--- config.mk ---
export PLATFORM = sky130hd
export DESIGN_NAME = pr_current_controller_core
export DESIGN_NICKNAME = d
export VERILOG_FILES = /design/src/pr_cc_core_top.sv /design/src/pr_cc_pkg.sv /design/src/pr_cc_ctrl.sv /design/src/pr_cc_dp.sv /design/src/pr_current_controller_core.sv
export SDC_FILE = /design/constraint.sdc
export NUM_CORES = 2
export LEC_CHECK = 0
export ABC_AREA = 1
export BUFFER_PORTS_ARGS = -buffer_cell sky130_fd_sc_hd__buf_2
export CORE_ASPECT_RATIO = 1.2
export CORE_MARGIN = 4
export CORE_UTILIZATION = 70
export CTS_CLUSTER_SIZE = 30
export DETAILED_ROUTE_END_ITERATION = 7
export PLACE_DENSITY = 0.93
export SYNTH_ARGS = -nofsm -noshare
export SYNTH_HDL_FRONTEND = slang
export SYNTH_SLANG_ARGS = --single-unit
export TNS_END_PERCENT = 50
--- constraint.sdc ---
create_clock -name clock -period 16.1 [get_ports clock]
set_input_delay 4.83 -clock clock [delete_from_list [all_inputs] [get_ports clock]]
set_output_delay 4.83 -clock clock [all_outputs]
set_load 0.1 [all_outputs]
--- src/pr_cc_core_top.sv ---
// Holds no design units; the top level is pr_current_controller_core.
`timescale 1ns / 1ps

--- src/pr_cc_pkg.sv ---
// Shared types and constants of the proportional-resonant current controller.
`timescale 1ns / 1ps

package pr_cc_pkg;

   localparam int CsrIndexWidth = 8;
   localparam int DutyWidth     = 16;
   localparam int ResWidth      = 32;
   localparam int MulBWidth     = 33;
   localparam int ResFracShift  = 16;
   localparam int PropShift     = 12;
   localparam int InAlignShift  = 4;
   localparam int DutyShift     = 17;
   localparam int KdcResetValue = 65536;

   localparam logic [CsrIndexWidth-1:0] RegPropGain     = CsrIndexWidth'(0);
   localparam logic [CsrIndexWidth-1:0] RegResGain      = CsrIndexWidth'(1);
   localparam logic [CsrIndexWidth-1:0] RegResFeedback  = CsrIndexWidth'(2);
   localparam logic [CsrIndexWidth-1:0] RegOutputScale  = CsrIndexWidth'(3);

   typedef enum logic [2:0] {
      S_IDLE,
      S_MUL_RG,
      S_MUL_RF,
      S_MUL_KP,
      S_RES,
      S_MUL_KDC,
      S_DONE
   } state_type;

   typedef enum logic [2:0] {
      MUL_NONE,
      MUL_RES_GAIN,
      MUL_RES_FB,
      MUL_PROP,
      MUL_SCALE
   } mul_op_type;

   typedef struct packed {
      logic       capture;
      mul_op_type mul_op;
      logic       acc_init;
      logic       acc_add;
      logic       res_update;
      logic       out_load;
   } cmd_type;

   typedef struct packed {
      logic out_busy;
   } status_type;

endpackage

--- src/pr_cc_ctrl.sv ---
// Sequencing state machine of the proportional-resonant current controller.
`timescale 1ns / 1ps

module pr_cc_ctrl (
   input  logic                   clock,
   input  logic                   reset,
   input  logic                   req_tvalid,
   output logic                   req_tready,
   input  pr_cc_pkg::status_type  status,
   output pr_cc_pkg::cmd_type     cmd
);
   import pr_cc_pkg::*;

   state_type state_ff;
   state_type state_in;

   always_ff @(posedge clock) begin
      if (reset) begin
         state_ff <= S_IDLE;
      end else begin
         state_ff <= state_in;
      end
   end

   always_comb begin
      state_in       = state_ff;
      req_tready     = 1'b0;
      cmd.capture    = 1'b0;
      cmd.mul_op     = MUL_NONE;
      cmd.acc_init   = 1'b0;
      cmd.acc_add    = 1'b0;
      cmd.res_update = 1'b0;
      cmd.out_load   = 1'b0;
      case (state_ff)
         S_IDLE: begin
            req_tready = 1'b1;
            if (req_tvalid) begin
               cmd.capture = 1'b1;
               state_in    = S_MUL_RG;
            end
         end
         S_MUL_RG: begin
            cmd.mul_op = MUL_RES_GAIN;
            state_in   = S_MUL_RF;
         end
         S_MUL_RF: begin
            cmd.mul_op   = MUL_RES_FB;
            cmd.acc_init = 1'b1;
            state_in     = S_MUL_KP;
         end
         S_MUL_KP: begin
            cmd.mul_op  = MUL_PROP;
            cmd.acc_add = 1'b1;
            state_in    = S_RES;
         end
         S_RES: begin
            cmd.res_update = 1'b1;
            state_in       = S_MUL_KDC;
         end
         S_MUL_KDC: begin
            cmd.mul_op = MUL_SCALE;
            state_in   = S_DONE;
         end
         S_DONE: begin
            if (!status.out_busy) begin
               cmd.out_load = 1'b1;
               state_in     = S_IDLE;
            end
         end
         default: begin
            state_in = S_IDLE;
         end
      endcase
   end

endmodule

--- src/pr_cc_dp.sv ---
// Datapath of the proportional-resonant current controller: gains, delay line, shared multiplier.
`timescale 1ns / 1ps

module pr_cc_dp #(
   parameter int SAMPLE_WIDTH = 16,
   parameter int COEF_WIDTH   = 24,
   localparam int REQ_WIDTH   = ((3 * SAMPLE_WIDTH + 7) / 8) * 8,
   localparam int RSP_WIDTH   = ((pr_cc_pkg::DutyWidth + SAMPLE_WIDTH + 7) / 8) * 8
) (
   input  logic                                    clock,
   input  logic                                    reset,
   input  pr_cc_pkg::cmd_type                      cmd,
   output pr_cc_pkg::status_type                   status,
   input  logic [REQ_WIDTH-1:0]                    req_tdata,
   input  logic                                    csr_valid,
   input  logic [pr_cc_pkg::CsrIndexWidth-1:0]     csr_index,
   input  logic [COEF_WIDTH-1:0]                   csr_data,
   input  logic                                    rsp_tready,
   output logic                                    rsp_tvalid,
   output logic [RSP_WIDTH-1:0]                    rsp_tdata
);
   import pr_cc_pkg::*;

   localparam int PROD_WIDTH = COEF_WIDTH + MulBWidth;
   localparam int ACC_WIDTH  = PROD_WIDTH + 6;
   localparam int TOT_WIDTH  = PROD_WIDTH + 1;
   localparam int ACC_TOP    = ResWidth + ResFracShift - 1;

   logic signed [COEF_WIDTH-1:0]   kp_ff;
   logic signed [COEF_WIDTH-1:0]   krg_ff;
   logic signed [COEF_WIDTH-1:0]   kfb_ff;
   logic signed [COEF_WIDTH-1:0]   kdc_ff;

   logic signed [SAMPLE_WIDTH-1:0] err_d1_ff;
   logic signed [SAMPLE_WIDTH-1:0] err_d2_ff;
   logic signed [ResWidth-1:0]     res_d1_ff;
   logic signed [ResWidth-1:0]     res_d2_ff;

   logic signed [SAMPLE_WIDTH-1:0] err_ff;
   logic signed [SAMPLE_WIDTH:0]   derr_ff;
   logic signed [SAMPLE_WIDTH-1:0] vg_ff;
   logic signed [PROD_WIDTH-1:0]   prod_ff;
   logic signed [ACC_WIDTH-1:0]    acc_ff;
   logic signed [TOT_WIDTH-1:0]    tot_ff;

   logic                           rsp_valid_ff;
   logic [DutyWidth-1:0]           rsp_duty_ff;
   logic [SAMPLE_WIDTH-1:0]        rsp_err_ff;

   logic signed [SAMPLE_WIDTH-1:0] cur_ref;
   logic signed [SAMPLE_WIDTH-1:0] cur_meas;
   logic signed [SAMPLE_WIDTH:0]   diff;
   logic signed [SAMPLE_WIDTH-1:0] err_in;
   logic signed [SAMPLE_WIDTH:0]   derr_in;
   logic signed [COEF_WIDTH-1:0]   mul_a;
   logic signed [MulBWidth-1:0]    mul_b;
   logic signed [PROD_WIDTH-1:0]   prod_in;
   logic                           res_ovf;
   logic signed [ResWidth-1:0]     vr;
   logic signed [PROD_WIDTH-1:0]   vp;
   logic signed [TOT_WIDTH-1:0]    tot_in;
   logic                           tot_ovf;
   logic signed [MulBWidth-1:0]    tot_clamp;
   logic                           duty_ovf;
   logic [DutyWidth-1:0]           duty;

   assign cur_ref  = req_tdata[SAMPLE_WIDTH-1:0];
   assign cur_meas = req_tdata[2*SAMPLE_WIDTH-1:SAMPLE_WIDTH];
   assign diff     = (SAMPLE_WIDTH+1)'(cur_ref) - (SAMPLE_WIDTH+1)'(cur_meas);
   assign err_in   = (diff[SAMPLE_WIDTH] != diff[SAMPLE_WIDTH-1])
                   ? {diff[SAMPLE_WIDTH], {(SAMPLE_WIDTH-1){~diff[SAMPLE_WIDTH]}}}
                   : diff[SAMPLE_WIDTH-1:0];
   assign derr_in  = (SAMPLE_WIDTH+1)'(err_in) - (SAMPLE_WIDTH+1)'(err_d2_ff);

   always_comb begin
      case (cmd.mul_op)
         MUL_RES_GAIN: begin
            mul_a = krg_ff;
            mul_b = MulBWidth'(derr_ff);
         end
         MUL_RES_FB: begin
            mul_a = kfb_ff;
            mul_b = MulBWidth'(res_d1_ff);
         end
         MUL_PROP: begin
            mul_a = kp_ff;
            mul_b = MulBWidth'(err_ff);
         end
         MUL_SCALE: begin
            mul_a = kdc_ff;
            mul_b = tot_clamp;
         end
         default: begin
            mul_a = '0;
            mul_b = '0;
         end
      endcase
   end

   assign prod_in = mul_a * mul_b;

   assign res_ovf = !((&acc_ff[ACC_WIDTH-1:ACC_TOP]) || !(|acc_ff[ACC_WIDTH-1:ACC_TOP]));
   assign vr      = res_ovf
                  ? {acc_ff[ACC_WIDTH-1], {(ResWidth-1){~acc_ff[ACC_WIDTH-1]}}}
                  : acc_ff[ACC_TOP:ResFracShift];

   assign vp     = prod_ff >>> PropShift;
   assign tot_in = TOT_WIDTH'(vp) + TOT_WIDTH'(vr) + (TOT_WIDTH'(vg_ff) <<< InAlignShift);

   assign tot_ovf   = !((&tot_ff[TOT_WIDTH-1:MulBWidth-1])
                     || !(|tot_ff[TOT_WIDTH-1:MulBWidth-1]));
   assign tot_clamp = tot_ovf
                    ? {tot_ff[TOT_WIDTH-1], {(MulBWidth-1){~tot_ff[TOT_WIDTH-1]}}}
                    : tot_ff[MulBWidth-1:0];

   assign duty_ovf = !((&prod_ff[PROD_WIDTH-1:DutyShift+DutyWidth-1])
                    || !(|prod_ff[PROD_WIDTH-1:DutyShift+DutyWidth-1]));
   assign duty     = duty_ovf
                   ? {prod_ff[PROD_WIDTH-1], {(DutyWidth-1){~prod_ff[PROD_WIDTH-1]}}}
                   : prod_ff[DutyShift+DutyWidth-1:DutyShift];

   always_ff @(posedge clock) begin
      if (reset) begin
         kp_ff  <= '0;
         krg_ff <= '0;
         kfb_ff <= '0;
         kdc_ff <= COEF_WIDTH'(KdcResetValue);
      end else if (csr_valid) begin
         case (csr_index)
            RegPropGain:    kp_ff  <= csr_data;
            RegResGain:     krg_ff <= csr_data;
            RegResFeedback: kfb_ff <= csr_data;
            RegOutputScale: kdc_ff <= csr_data;
            default: ;
         endcase
      end
   end

   always_ff @(posedge clock) begin
      if (reset) begin
         err_d1_ff <= '0;
         err_d2_ff <= '0;
         res_d1_ff <= '0;
         res_d2_ff <= '0;
      end else if (cmd.res_update) begin
         err_d2_ff <= err_d1_ff;
         err_d1_ff <= err_ff;
         res_d2_ff <= res_d1_ff;
         res_d1_ff <= vr;
      end
   end

   always_ff @(posedge clock) begin
      if (cmd.capture) begin
         err_ff  <= err_in;
         derr_ff <= derr_in;
         vg_ff   <= req_tdata[3*SAMPLE_WIDTH-1:2*SAMPLE_WIDTH];
      end
      if (cmd.mul_op != MUL_NONE) begin
         prod_ff <= prod_in;
      end
      if (cmd.acc_init) begin
         acc_ff <= (ACC_WIDTH'(prod_ff) <<< InAlignShift)
                 - (ACC_WIDTH'(res_d2_ff) <<< ResFracShift);
      end else if (cmd.acc_add) begin
         acc_ff <= acc_ff + ACC_WIDTH'(prod_ff);
      end
      if (cmd.res_update) begin
         tot_ff <= tot_in;
      end
      if (cmd.out_load) begin
         rsp_duty_ff <= duty;
         rsp_err_ff  <= err_ff;
      end
   end

   always_ff @(posedge clock) begin
      if (reset) begin
         rsp_valid_ff <= 1'b0;
      end else if (cmd.out_load) begin
         rsp_valid_ff <= 1'b1;
      end else if (rsp_tready) begin
         rsp_valid_ff <= 1'b0;
      end
   end

   assign status.out_busy = rsp_valid_ff && !rsp_tready;
   assign rsp_tvalid      = rsp_valid_ff;
   assign rsp_tdata       = RSP_WIDTH'({rsp_err_ff, rsp_duty_ff});

endmodule

--- src/pr_current_controller_core.sv ---
// A req transaction is taken only while the sequencer is idle, not before the last one
// is through, since the single shared multiplier forms four products in sequence.
// A finished result waits in the rsp register while the next transaction is taken.
// Reset: synchronous, active high; clears the sequencer, the error and resonant
// delay lines and the gains (output scale to 0.5).
`timescale 1ns / 1ps

module pr_current_controller_core #(
   parameter int SAMPLE_WIDTH = 16,
   parameter int COEF_WIDTH   = 24,
   localparam int REQ_WIDTH   = ((3 * SAMPLE_WIDTH + 7) / 8) * 8,
   localparam int RSP_WIDTH   = ((pr_cc_pkg::DutyWidth + SAMPLE_WIDTH + 7) / 8) * 8
) (
   input  logic                                clock,
   input  logic                                reset,
   input  logic                                req_tvalid,
   output logic                                req_tready,
   // current_ref, current_meas, grid_voltage
   input  logic [REQ_WIDTH-1:0]                req_tdata,
   output logic                                rsp_tvalid,
   input  logic                                rsp_tready,
   // duty_ref, error_out
   output logic [RSP_WIDTH-1:0]                rsp_tdata,
   input  logic                                csr_valid,
   output logic                                csr_ready,
   input  logic [pr_cc_pkg::CsrIndexWidth-1:0] csr_index,
   input  logic [COEF_WIDTH-1:0]               csr_data
);
   import pr_cc_pkg::*;

   cmd_type    cmd;
   status_type status;

   assign csr_ready = 1'b1;

   pr_cc_ctrl u_ctrl (
      .clock      (clock),
      .reset      (reset),
      .req_tvalid (req_tvalid),
      .req_tready (req_tready),
      .status     (status),
      .cmd        (cmd)
   );

   pr_cc_dp #(
      .SAMPLE_WIDTH (SAMPLE_WIDTH),
      .COEF_WIDTH   (COEF_WIDTH)
   ) u_dp (
      .clock      (clock),
      .reset      (reset),
      .cmd        (cmd),
      .status     (status),
      .req_tdata  (req_tdata),
      .csr_valid  (csr_valid),
      .csr_index  (csr_index),
      .csr_data   (csr_data),
      .rsp_tready (rsp_tready),
      .rsp_tvalid (rsp_tvalid),
      .rsp_tdata  (rsp_tdata)
   );

`ifndef SYNTHESIS
   a_busy_after_accept: assert property (@(posedge clock) disable iff (reset)
      req_tvalid && req_tready |=> !req_tready)
      else $error("req accepted while a transaction is in progress");

   a_capture_starts_mul: assert property (@(posedge clock) disable iff (reset)
      cmd.capture |=> cmd.mul_op == MUL_RES_GAIN)
      else $error("capture not followed by resonant gain product");

   a_load_sets_valid: assert property (@(posedge clock) disable iff (reset)
      cmd.out_load |=> rsp_tvalid)
      else $error("result load did not raise rsp_tvalid");

   a_one_command: assert property (@(posedge clock) disable iff (reset)
      $onehot0({cmd.capture, cmd.acc_init, cmd.acc_add, cmd.res_update, cmd.out_load}))
      else $error("more than one datapath command in a cycle");
`endif

endmodule

Word level (Yosys, flattened, before mapping)
Cells that the tools add are included.

storage, ports and cells
  flip-flop bits (word level) = 455
  latch bits = 0
  RAM bits = 0
  bits in read-only memories = 0
  bits of input ports = 85
  output and inout port bits = 35
  word-level logic and storage cells = 91
  memories kept = 0

cells by class
  $add $sub $neg = 6
  multipliers = 1
  div/mod/pow operators = 0
  order comparisons = 0
  equality and inequality tests = 16
  shifts and indexed selects = 0
  muxes and demuxes = 22
  bitwise gates (word level) = 4
  reduce and logical (&&, ||, !) cells = 24

operators with widths
  kind                                                                   number
  33-bit one-hot mux with 4 select lines                                 1
  63-bit two-way mux                                                     2
  24-bit one-hot mux with 4 select lines                                 1
  63-bit by 57-bit adder with 63-bit output                              1
  61-bit by 48-bit subtractor with 62-bit output                         1
  24-bit by 33-bit multiplier with 57-bit output                         1
  46-bit by 20-bit adder with 47-bit output                              1
  45-bit by 32-bit adder with 46-bit output                              1
  16-bit by 16-bit subtractor with 17-bit output                         2
  33-bit two-way mux                                                     1
  16-bit two-way mux                                                     2
  32-bit two-way mux                                                     1
  26-bit AND reduction                                                   1
  26-bit OR reduction                                                    1
  25-bit AND reduction                                                   1
  25-bit OR reduction                                                    1
  3-bit one-hot mux with 7 select lines                                  1
  8-bit by 2-bit equality test with 1-bit output, second input constant  2
  16-bit AND reduction                                                   1
  16-bit OR reduction                                                    1
  3-bit by 2-bit equality test with 1-bit output, second input constant  4
  3-bit equality test, second input constant                             4
  3-bit one-hot mux with 4 select lines                                  1
  1-bit two-way mux                                                      10
  14 further kinds                                                       30

Depth between registers and ports, before layout
  depth after elaboration = 6
  mapped depth = 38
  mapped depth without buffers = 35

Modules after synthesis
From an unflattened synthesis, not the netlist that was laid out.

unflattened totals
  cell total of the unflattened synthesis = 8,161
  area total of the unflattened synthesis = 61,112.4 um^2

by module, submodules not included
  module                      times used  cells an instance  area each (um^2)  sequential area each (um^2)
  pr_cc_dp                    1           8,122              60,875.9          11,310.8
  pr_cc_ctrl                  1           37                 225.2             60.1
  pr_current_controller_core  1           2                  11.3              0.0

Least setup slack after synthesis
No wires, ideal clock.

  kind = register to register
  start point = reg u_ctrl.state_ff[2]
  end point = reg u_dp.prod_ff[56], data pin
  setup time = 0.252 ns
  arrival time = 8.755 ns
  required time = 15.848 ns
  setup slack = 7.093 ns
  cell stages (with the launch flop) = 29
  path buffers = 2
  period minus slack after synthesis = 9.007 ns
  cell sequence = dfxtp_1 nor2_2 inv_4 nor2_4 buf_6 a21oi_1 o21ai_2 inv_2 buf_2 nor2_1 fa_1 fa_1 inv_1 fa_1 inv_1 fa_1 fa_1 fa_1 fa_1 ha_1 nand2_1 nor2_1 nand2_1 nor4_1 nand2_1 nand3_1 inv_1 nand2_1 nand2_1

between the ends
  cells in the longest elaborated chain, start to end = 5
  elaborated cells on any way between the ends = 12
  those cells by class = 1 x mul; 8 x eq/ne; 3 x mux

ends and longest elaborated chain
  item                                                                                              RTL line          source
  from (decl)                                                                                       pr_cc_ctrl.sv:14  state_type state_ff;
  from (signal assigned)                                                                            pr_cc_ctrl.sv:21  state_ff <= state_in;
  3-bit equality test, or another cell as far along                                                 pr_cc_ctrl.sv:34  case (state_ff)
  3-bit one-hot mux with 4 select lines (*)                                                         pr_cc_ctrl.sv:34
  3-bit equality test, or another cell as far along                                                 pr_cc_dp.sv:76    case (cmd.mul_op)
  24-bit one-hot mux with 4 select lines or 33-bit one-hot mux with 4 select lines (tied branches)  pr_cc_dp.sv:76
  24-bit by 33-bit multiplier with 57-bit output (*)                                                pr_cc_dp.sv:100   assign prod_in = mul_a * mul_b;
  via u_dp.prod_in[56]                                                                              pr_cc_dp.sv:57    logic signed [PROD_WIDTH-1:0] prod_in;
  to (signal assigned)                                                                              pr_cc_dp.sv:160   prod_ff <= prod_in;
  to (decl)                                                                                         pr_cc_dp.sv:42    logic signed [PROD_WIDTH-1:0] prod_ff;

The timed path passes the listed nets; every way through them passes the cells marked *.
A chain may end at the register's enable or synchronous reset.

Worst setup path after layout
  start point = reg u_ctrl.state_ff[2]
  end point = reg u_dp.prod_ff[55], data pin

Same word-level chain as after synthesis.

==> metrics <==
Routed WL around 230 mm; setup repair after global routing missed its margin false; Critical Path RT between 15000 and 20000 ps; # fillers 6564; FP Rows 118; CP top delay family adder cells; synthesized area per cell 7.49 um2; Synth Net Count between 9000 and 10000; Total Nets Final 9415; Syn Inst Count approximately 8100; asr flop ratio synth 0%; Register Area roughly 11000 um2; clk sinks approximately 440; register area share after synthesis 18.7%; drt first pass iters 8; DIE HEIGHT ~330 um; post-synthesis mux area share less than 1%; Yosys reg bits ~440; met3 GRT Util between 10% and 20%; worst hold stages 2; via count roughly 58000; area of the multi-input gates roughly 42000 um2; detailed-route DRC error count 3; placed cell area ~62000 um2; Top FF cell, synth edfxtp_1; CTS tree done; area share of and/or/nand/nor cells after synthesis between 20% and 30%; layout cells sized above 1 under 10%; Initial Utilization between 70% and 80%; complex-gate fraction of the synthesized area ~9.6%; met2 usage between 70% and 80%; Post-DP HPWL between 150 and 200 mm; crit path kind register to register; worst stage delay on the critical path between 700 and 800 ps; Top cell by count, worst path fa_1; Final Cycle Share 64.5%; R2R cell count 29; drt wl/cell between 20 and 25 um; Unique masters post-synth 53; leakage 31.9 nW; leading cell type in the layout, fill and taps excluded nand2_1; Final Hold Vio Count 0; antenna viol nets, final 0; initial antenna violation count 10; fin crit period about 10000 ps; Reg clk slew, reported paths around 70 ps; outcome finished with violations; Final GP Congestion 1.16; reg2reg end u_dp.prod_ff[55]; critical path arrival between 10000 and 15000 ps; Bufs on Longest Clock Path 3; Worst setup SP type register; Ports between 100 and 150; yosys warns 0; Hold Path Class register to register; largest net degree at the start of global routing roughly 100; Hold Path Sink u_dp.kp_ff[6]; Post CTS Setup Buffer Count 0; H-Tree Depth 2; met1 usage between 50% and 60%; first-pass GRT wire length 348 mm; Synth Area in XOR/XNOR approximately 1.9%; DR vias/cell 6.23; Setup TNS 0 ps; maximum VDD drop between 100 and 150 uV; DIE WIDTH 277 um; WP buf/inv 8; vias in the first global route roughly 60000; CTS Hold Bufs 0; Max-Cap Viols 1; worst skew pair latency 660 ps; EDFF count, synth around 250; CTS root buffer clkbuf_16; hold_sp u_dp.kp_ff[6]; Port Buffer Count about 120; Num CTS Buffers between 40 and 50; total track usage a little over 50%; Worst setup EP type register; GR peak layer met2; Final Max Slew Viols 5; post-route clock skew 67.4 ps; r2r setup slk between 5000 and 6000 ps; failing checks design-rule violations, max-capacitance violations, max-slew violations; CP max-delay cell fa_1; post-synthesis instance area between 60000 and 70000 um2; RR Startpoint u_ctrl.state_ff[2]; largest family of logic cells by synthesized area adder cells; DR iter-0 viols roughly 7100; area of the die slightly above 90000 um2; Slew @ Worst Pin 1520 ps; post_cts resized 0; synthesis-to-finish area growth 4.96%; GRT overflow 0; pwr dens around 77 nW/um2; final setup violating endpoints 0; Finished Cell Area 63900 um2; Core Region 86400 um2; Highest Clock Rate roughly 0.096 GHz; Slew headroom -1.58%; Post-Synth Adder-Cell Area a little over a third; most frequent cells in the layout 2035 x nand2_1, 1732 x inv_1, 851 x fa_1, 745 x nor2_1, 539 x a21oi_1; crit path max fanout 64
## power by group
part / internal [mW] / total, mW / switching (mW)
combinational: 0.618 / 2.20 / 1.59
sequential: 1.37 / 1.50 / 0.131
clock: 0.661 / 1.20 / 0.536
total: 2.65 / 4.90 / 2.25
## how the worst max path moves through the flow
stage               cells past startpoint          startpoint  slack (ps)          endpoint
floorplan                              28  u_ctrl.state_ff[2]        7090  u_dp.prod_ff[56]
global placement                       29  u_ctrl.state_ff[2]        6070  u_dp.prod_ff[55]
detailed placement                     29  u_ctrl.state_ff[2]        5870  u_dp.prod_ff[55]
CTS                                    29  u_ctrl.state_ff[2]        5810  u_dp.prod_ff[55]
global route                           30  u_ctrl.state_ff[1]        5240  u_dp.prod_ff[55]
finish                                 29  u_ctrl.state_ff[2]        5710  u_dp.prod_ff[55]
## worst register-to-register path, delay by kind of cell (launching register included)
| kind | cells | cell delay, ps |
|---|---|---|
| compound gates | 2 | 490 |
| fa+ha+maj | 8 | 4410 |
| buf+inv | 8 | 2090 |
| flops | 1 | 430 |
| simple gates | 11 | 2720 |
## state kept, by name, indices dropped and copies added, names as in the netlist
name and count:
u_dp.kfb_ff 24, u_dp.rsp_duty_ff 16, u_dp.rsp_tvalid 1, u_dp.res_d2_ff 32
u_dp.prod_ff 57, u_dp.err_ff 16, u_dp.tot_ff 47, u_dp.kp_ff 24
u_ctrl.state_ff 3, u_dp.err_d2_ff 16, u_dp.acc_ff 63, u_dp.derr_ff 17
u_dp.rsp_err_ff 16, u_dp.kdc_ff 24, u_dp.vg_ff 16, u_dp.err_d1_ff 16
u_dp.res_d1_ff 32, u_dp.krg_ff 24
## layout make-up
cell class                 count  area share, %
tap                         1140           2.23
clock buffer                  54           1.99
multi-input combinational   5705           65.4
inverter                    1773           10.4
sequential                   444           17.8
clock inverter                34          0.628
timing repair buffer         168           1.51
antenna                        6         0.0235
## layer usage
layer  wire length, um  part of all wire [%]
met5                49                 0.021
met4             28700                    12
met3             29800                    13
met2            101000                    44
met1             72000                    31
## logic make-up (layout without fill, tap and decap cells)
group,count (synthesis),after routing
AOI/OAI and AO/OA,1070,1070
adders and majority gates,1191,1191
and+or+nand+nor,3311,3311
buffers and inverters,1982,2029
other,1,7
xor gates and xnor gates,131,131
muxes,1,1
DFF,444,444
## synth_stat cells (10+ instances only)
| cell | number | area share (%) |
|---|---|---|
| nor3_1 | 40 | 0.33 |
| ha_1 | 340 | 7.0 |
| a21o_1 | 18 | 0.22 |
| edfxtp_1 | 248 | 12 |
| nor2_2 | 15 | 0.15 |
| nand2_2 | 26 | 0.27 |
| clkbuf_1 | 73 | 0.45 |
| nand3_1 | 291 | 2.4 |
| fa_1 | 851 | 28 |
| o22ai_1 | 48 | 0.49 |
| inv_2 | 38 | 0.23 |
| buf_2 | 83 | 0.68 |
| dfxtp_1 | 196 | 6.4 |
| buf_4 | 36 | 0.44 |
| nand2_4 | 13 | 0.24 |
| nand2_1 | 2036 | 13 |
| nand4_1 | 78 | 0.80 |
| nor2_1 | 751 | 4.6 |
| nor4_1 | 26 | 0.27 |
| inv_1 | 1732 | 11 |
| a21oi_4 | 10 | 0.27 |
| o21bai_1 | 31 | 0.38 |
| a21oi_1 | 539 | 4.4 |
| buf_6 | 10 | 0.18 |
| nand3b_1 | 12 | 0.15 |
| xor2_1 | 76 | 1.1 |
| o21ai_0 | 368 | 3.0 |
| xnor2_1 | 55 | 0.79 |
## stage by stage
step                      std cells  power [mW]  setup slack [ps]  util (%)  hold WS [ps]
after global routing           9320        5.09              5240      74.0           465
after floorplan                8131        2.85              7090         -           430
after detailed placement       9230        3.58              5870      72.0           444
after global placement         9230        3.55              6070      72.0           439
final                          9324        4.90              5710      74.0           454
after CTS                      9318        4.78              5810      74.0           454
Note: power is estimated with default switching activity, not from simulation.
